--- src/hw/rtl/qev_pkg.sv ---
// shared types and constants for the quadrature encoder velocity estimator
// no dependencies; imported by qev_div and the top level
package qev_pkg;

  localparam int NUM_ENC = 2;
  localparam int CH_W = 1;

  localparam int DVD_W = 81;
  localparam int STEP_W = 7;
  localparam int QUO_W = 50;
  localparam int MAG_W = 48;

  localparam logic [STEP_W-1:0] VEL_STEPS = 7'd69;
  localparam logic [STEP_W-1:0] POS_STEPS = 7'd81;
  localparam logic [19:0] VEL_SCALE = 20'd1000000;

  localparam logic [2:0] CFG_COUNTS_PER_REV = 3'd0;
  localparam logic [2:0] CFG_LPF_ALPHA = 3'd1;
  localparam logic [2:0] CFG_INVERT_ENC0 = 3'd2;
  localparam logic [2:0] CFG_INVERT_ENC1 = 3'd3;
  localparam logic [2:0] CFG_NARROW_ENC0 = 3'd4;
  localparam logic [2:0] CFG_NARROW_ENC1 = 3'd5;

  typedef struct packed {
    logic [31:0] prev_raw;
    logic [31:0] prev_time;
    logic [63:0] accum;
    logic        seen;
    logic [31:0] filt;
    logic        seeded;
  } enc_ent_t;

  typedef struct packed {
    logic              start;
    logic [DVD_W-1:0]  dividend;
    logic [63:0]       divisor;
    logic [STEP_W-1:0] steps;
    logic              neg;
    logic              wide;
  } div_req_t;

endpackage

--- src/hw/rtl/qev_div.sv ---
// shared radix-2 restoring divider: rounded, saturated magnitude of num * 2^16 / den
// depends on qev_pkg
module qev_div (
  input  logic                          clk,
  input  logic                          rst,
  input  qev_pkg::div_req_t             req,
  output logic                          done,
  output logic [qev_pkg::MAG_W-1:0]     mag
);
  import qev_pkg::*;

  typedef enum logic [1:0] {D_IDLE, D_RUN, D_FIN} dstate_t;

  dstate_t           dstate;
  logic [DVD_W-1:0]  dvd;
  logic [63:0]       den;
  logic [63:0]       rem;
  logic [QUO_W-1:0]  quo;
  logic              sticky;
  logic [STEP_W-1:0] cnt;
  logic [MAG_W-1:0]  limit;

  logic [64:0]       rs;
  logic [64:0]       rs_sub;
  logic              ge;
  logic [MAG_W-1:0]  lim_c;
  logic [32:0]       thr_hi;
  logic [QUO_W-1:0]  thresh;
  logic [QUO_W:0]    qp1;
  logic [QUO_W-1:0]  rnd;
  logic              sat;
  logic [MAG_W-1:0]  mag_c;

  assign rs = {rem, dvd[DVD_W-1]};
  assign rs_sub = rs - {1'b0, den};
  assign ge = rs >= {1'b0, den};

  always_comb begin
    if (req.wide) begin
      lim_c = req.neg ? 48'h8000_0000_0000 : 48'h7FFF_FFFF_FFFF;
    end else begin
      lim_c = req.neg ? 48'h0000_8000_0000 : 48'h0000_7FFF_FFFF;
    end
  end

  assign thr_hi = {1'b0, limit[MAG_W-1:16]} + 33'd1;
  assign thresh = {thr_hi, 17'd0};
  assign qp1 = {1'b0, quo} + 51'd1;
  assign rnd = qp1[QUO_W:1];
  assign sat = sticky || (quo >= thresh);

  always_comb begin
    if (sat || (rnd > {2'b00, limit})) begin
      mag_c = limit;
    end else begin
      mag_c = rnd[MAG_W-1:0];
    end
  end

  always_ff @(posedge clk) begin
    if (rst) begin
      dstate <= D_IDLE;
      done <= 1'b0;
    end else begin
      done <= 1'b0;
      case (dstate)
        D_IDLE: begin
          if (req.start) begin
            dvd <= req.dividend;
            den <= req.divisor;
            rem <= '0;
            quo <= '0;
            sticky <= 1'b0;
            cnt <= req.steps;
            limit <= lim_c;
            dstate <= D_RUN;
          end
        end
        D_RUN: begin
          dvd <= {dvd[DVD_W-2:0], 1'b0};
          rem <= ge ? rs_sub[63:0] : rs[63:0];
          quo <= {quo[QUO_W-2:0], ge};
          sticky <= sticky | quo[QUO_W-1];
          cnt <= cnt - 7'd1;
          if (cnt == 7'd1) begin
            dstate <= D_FIN;
          end
        end
        D_FIN: begin
          mag <= mag_c;
          done <= 1'b1;
          dstate <= D_IDLE;
        end
        default: begin
          dstate <= D_IDLE;
        end
      endcase
    end
  end

endmodule

--- config.mk ---
export PLATFORM = sky130hd
export DESIGN_NAME = qev_div
export DESIGN_NICKNAME = d
export VERILOG_FILES = /design/src/hw/rtl/qev_pkg.sv /design/src/hw/rtl/qev_div.sv
export SDC_FILE = /design/constraint.sdc
export NUM_CORES = 1
export LEC_CHECK = 0
export BUFFER_PORTS_ARGS = -buffer_cell sky130_fd_sc_hd__buf_2
export CELL_PAD_IN_SITES_DETAIL_PLACEMENT = 1
export CELL_PAD_IN_SITES_GLOBAL_PLACEMENT = 1
export CORE_UTILIZATION = 43
export CTS_CLUSTER_DIAMETER = 40
export DETAILED_ROUTE_END_ITERATION = 12
export PLACE_DENSITY_LB_ADDON = 0.1
export SLEW_MARGIN = 25
export SYNTH_ARGS = -nofsm -noshare
export SYNTH_HDL_FRONTEND = slang
export SYNTH_SLANG_ARGS = --single-unit
--- constraint.sdc ---
create_clock -name clk -period 19.1 [get_ports clk]
set_input_delay 2.865 -clock clk [delete_from_list [all_inputs] [get_ports clk]]
set_output_delay 2.865 -clock clk [all_outputs]
set_load 0.02 [all_outputs]
==> results.txt <==
- Antenna violations before repair: 21
* Most frequent cell after synthesis: sky130_fd_sc_hd__nand2_1
- Clock tree synthesis selected as its root buffer the cell sky130_fd_sc_hd__clkbuf_16.
* Data arrival at the endpoint of the critical path: 6.19 ns
* Count of port buffers added during placement: 205
- In this run the remaining antenna-violating nets after routing total 0.
- Sequential share of the synthesized area: 49.5%
- At the end of the flow, the number of nets in the layout was 2353.
- In the finished design, the share of the clock period the worst path needs comes to 30.6%.
- LEAKAGE: 9.78 nW
- Static timing analysis puts the maximum clock frequency at 171 MHz.
- Portion of synthesized cell area occupied by the leading cell type: 49.2%
* Fraction of layout instances using a drive strength above 1: 17.1%
- In this run, synthesis produced a sequential element count of 322.
- Run status: finished clean
- In this run the number of cells on the critical path is 19.
- For the pin with the worst max-slew slack, the measured transition is 1.18 ns.
- Dividing total power by cell area gives a power density of 103 mW/mm².
* First-pass GRT wire length: 82600 µm
- Number of instances resized during post-cts repair: 0
- Total of warnings raised by yosys: 0
- Synth unique cells: 85
- Estimated wirelength of the detail-placed design: 36000 µm
- Commonest cells post-synth: 340 x sky130_fd_sc_hd__nand2_1, 319 x sky130_fd_sc_hd__edfxtp_1, 137 x sky130_fd_sc_hd__ha_1
* Number of enable-type register cells in the synthesized netlist: 319
* Crit-path max cell delay: 0.80 ns
* Critical path start-end classification: flip-flop to flip-flop
* Cells along the critical path: ha_1 -> and4_1 -> and4_1 -> and2_1 -> nand3_1 -> or2_2 -> nor2b_1 -> xor2_1 -> ha_1 -> a21o_1 -> a21oi_1 -> nor2b_1 -> o21ai_0 -> nand2b_1 -> a221oi_1 -> o21ai_1 -> a211oi_4 -> buf_4 -> mux2_1
- Number of remaining DRC errors: 0
* Via count: 14573
* TritonCTS clock tree: built
- I/O pin total: 206
- Counting flops with an async set or reset pin after synthesis yields a share of 0%.
* Most used DFF post-synth: sky130_fd_sc_hd__edfxtp_1
- The die is 215 µm wide.
- Of all cell types, the one taking the most synthesized area is sky130_fd_sc_hd__edfxtp_1.
- Core Rows: 77
- Post-placement cell count: 2591
- Syn_area_per_cell: 10.5 µm²
- Skew final: 0.0300 ns
- Routed wire length per instance: 18.9 µm
- Max-slew violation total from the final report: 0
- For this block, the initial DRC count from the detailed router was 778.
- The worst setup path is launched from a flip-flop.
- Sorting the synthesized cells by area gives the leading types as sky130_fd_sc_hd__edfxtp_1 49%, sky130_fd_sc_hd__ha_1 8.8%, sky130_fd_sc_hd__nand2_1 6.6%.
- Global routing used 22.4% of the available tracks.
- Data required time at the worst endpoint: 19.45 ns
- Depth of the worst register-to-register path: 19
- Post-CTS timing repair inserted 0 buffers for setup.
- CTS clk-pin slew, worst paths: 0.06 ns
- Entering global routing, the biggest net connects 181 pins.
- The clock passes through at most 3 buffers.
- After detailed routing, the number of vias per cell comes to 5.39.
- The H-tree was split into 2 levels.
- Maximum fanout along the worst path: 34
* Die Footprint: 0.0462 mm²
* Setup repair after global routing missed its margin: false
* Die H: 215 µm
- Area Overhead vs Synth: 17.8%
- After synthesis the cells add up to 0.0195 mm².
- Hold depth: 2
- After clock tree synthesis, the flow added hold-fix buffers numbering 0.
* Slowest stage cell, crit path: sky130_fd_sc_hd__a211oi_4
- On the critical path the largest part of the delay comes from simple AND/OR/NAND/NOR gates.
- The first TritonRoute pass finished after 5 iterations.
- GP Congestion: 0.851
- Endpoint type of the worst setup path: flip-flop
* Clock buffer count from CTS: 56
- Largest voltage drop on the vdd net: 0.0771 mV
* Post-Layout Cell Count: 2705
- The via count of the first global-routing pass was 15375.
* Classification of the worst-slack hold path: flip-flop to flip-flop
* Post-route minimum period: 5.84 ns
- The total area inside the core boundary comes to 0.0444 mm².
* Setup total negative slack: 0 ns
- Sinks on Clock Net: 322
- For this run the aggregate overflow at the end of global routing stands at 0.
* Final hold vios: 0
* CP Buf/Inv Count: 1
- Post-synth net total: 2159
- Setup violations remaining at the end of the flow were counted as 0.
- Max-Slew Margin vs Limit: 21.2%
- For this configuration, the core starts out at a cell density of 43.9%.
- In the synthesized netlist, the number of instances is 1864.
* Max_cap viols: 0
* Wirelength, routed: 51000 µm
- The later pin in the worst-skew pair is clocked with a latency of 0.61 ns.
[area by class of cell]
type	instances	area [µm²]
well taps	592	741
repair buffers	218	1140
multi-input cells	1350	9050
diodes	8	20.0
flip-flops and latches	322	9640
inverters	110	413
clock inverters	46	510
fillers	4870	21500
clock buffers	59	1430
[report_power, final]
group / switching, W / internal [W] / total [W]
clock: 0.000383 / 0.000648 / 0.00103
combinational: 0.000274 / 0.000176 / 0.000449
sequential: 0.0000333 / 0.000859 / 0.000892
[registers in the layout, summed over array words and instances, names as in the netlist]
register	flops
dvd	81
den	64
rem	64
quo	50
mag	48
cnt	7
limit	4
dstate	2
done	1
sticky	1
[layout by cell type, fill, tap and decap left out, types with 5 or more instances in the layout]
cell / n
sky130_fd_sc_hd__a21o_1: 49
sky130_fd_sc_hd__clkinv_4: 11
sky130_fd_sc_hd__clkinv_2: 7
sky130_fd_sc_hd__a21oi_1: 89
sky130_fd_sc_hd__nand4_1: 43
sky130_fd_sc_hd__and4_1: 10
sky130_fd_sc_hd__nor4_1: 10
sky130_fd_sc_hd__clkbuf_16: 57
sky130_fd_sc_hd__xor2_1: 43
sky130_fd_sc_hd__xnor2_1: 67
sky130_fd_sc_hd__a221oi_1: 5
sky130_fd_sc_hd__o21ai_0: 56
sky130_fd_sc_hd__nor2_1: 131
sky130_fd_sc_hd__a22o_1: 7
sky130_fd_sc_hd__nand2_1: 340
sky130_fd_sc_hd__clkinvlp_4: 12
sky130_fd_sc_hd__nor2b_1: 14
sky130_fd_sc_hd__and3_1: 22
sky130_fd_sc_hd__bufinv_16: 7
sky130_fd_sc_hd__nor3_1: 12
sky130_fd_sc_hd__a31oi_1: 11
sky130_fd_sc_hd__inv_6: 6
sky130_fd_sc_hd__o21bai_1: 16
sky130_fd_sc_hd__mux2_1: 44
sky130_fd_sc_hd__nand3_1: 29
sky130_fd_sc_hd__ha_1: 137
sky130_fd_sc_hd__and2_1: 48
sky130_fd_sc_hd__o21ai_1: 10
sky130_fd_sc_hd__a211oi_1: 15
sky130_fd_sc_hd__edfxtp_1: 319
sky130_fd_sc_hd__inv_1: 108
sky130_fd_sc_hd__o21a_1: 11
sky130_fd_sc_hd__buf_4: 11
sky130_fd_sc_hd__mux2i_1: 39
sky130_fd_sc_hd__diode_2: 8
sky130_fd_sc_hd__buf_2: 205
[cell families after synthesis]
| group | Yosys count | synth area share [%] |
|---|---|---|
| mux | 86 | 4.72 |
| compound gates | 320 | 11.2 |
| buf+inv | 192 | 4.26 |
| xor+xnor | 110 | 4.94 |
| simple gates | 696 | 16.5 |
| fa+ha+maj | 138 | 8.90 |
| flops | 322 | 49.5 |
[tightest hold or removal path: stages (launching register included)]
cell,delay [ns]
sky130_fd_sc_hd__edfxtp_1,0.32
sky130_fd_sc_hd__nand2_1,0.04
sky130_fd_sc_hd__nand2_1,0.04
[routing by layer]
layer	wire [µm]	vias to the layer above	track usage, %
li1	-	7101	-
met3	2920	99	5.44
met1	23400	7057	29.7
met5	153	-	0
met2	23300	292	35.9
met4	1170	24	7.10
[through the flow]
| step | instance area (µm²) | util, % | setup WS [ns] | hold WS [ns] | power [W] |
|---|---|---|---|---|---|
| finish | 22900 | 51.7 | 13.26 | 0.505 | 0.00237 |
| global route | 22900 | 51.6 | 12.80 | 0.519 | 0.00248 |
| CTS | 22900 | 51.6 | 13.23 | 0.509 | 0.00240 |
| detailed placement | 21000 | 47.2 | 13.24 | 0.498 | 0.00136 |
| global placement | 21000 | 47.2 | 13.41 | 0.490 | 0.00134 |
| floorplan | 19500 | - | 1.04 | 0.447 | 0.00126 |
[final timing paths]
kind / slack (ns) / start / endpoint
max reg2reg: 13.26 / quo[0] / mag[12]
min reg2reg: 0.51 / dvd[4] / dvd[5]
min: 0.51 / dvd[4] / dvd[5]
max: 13.26 / quo[0] / mag[12]
(Power assumes the default switching activity.)
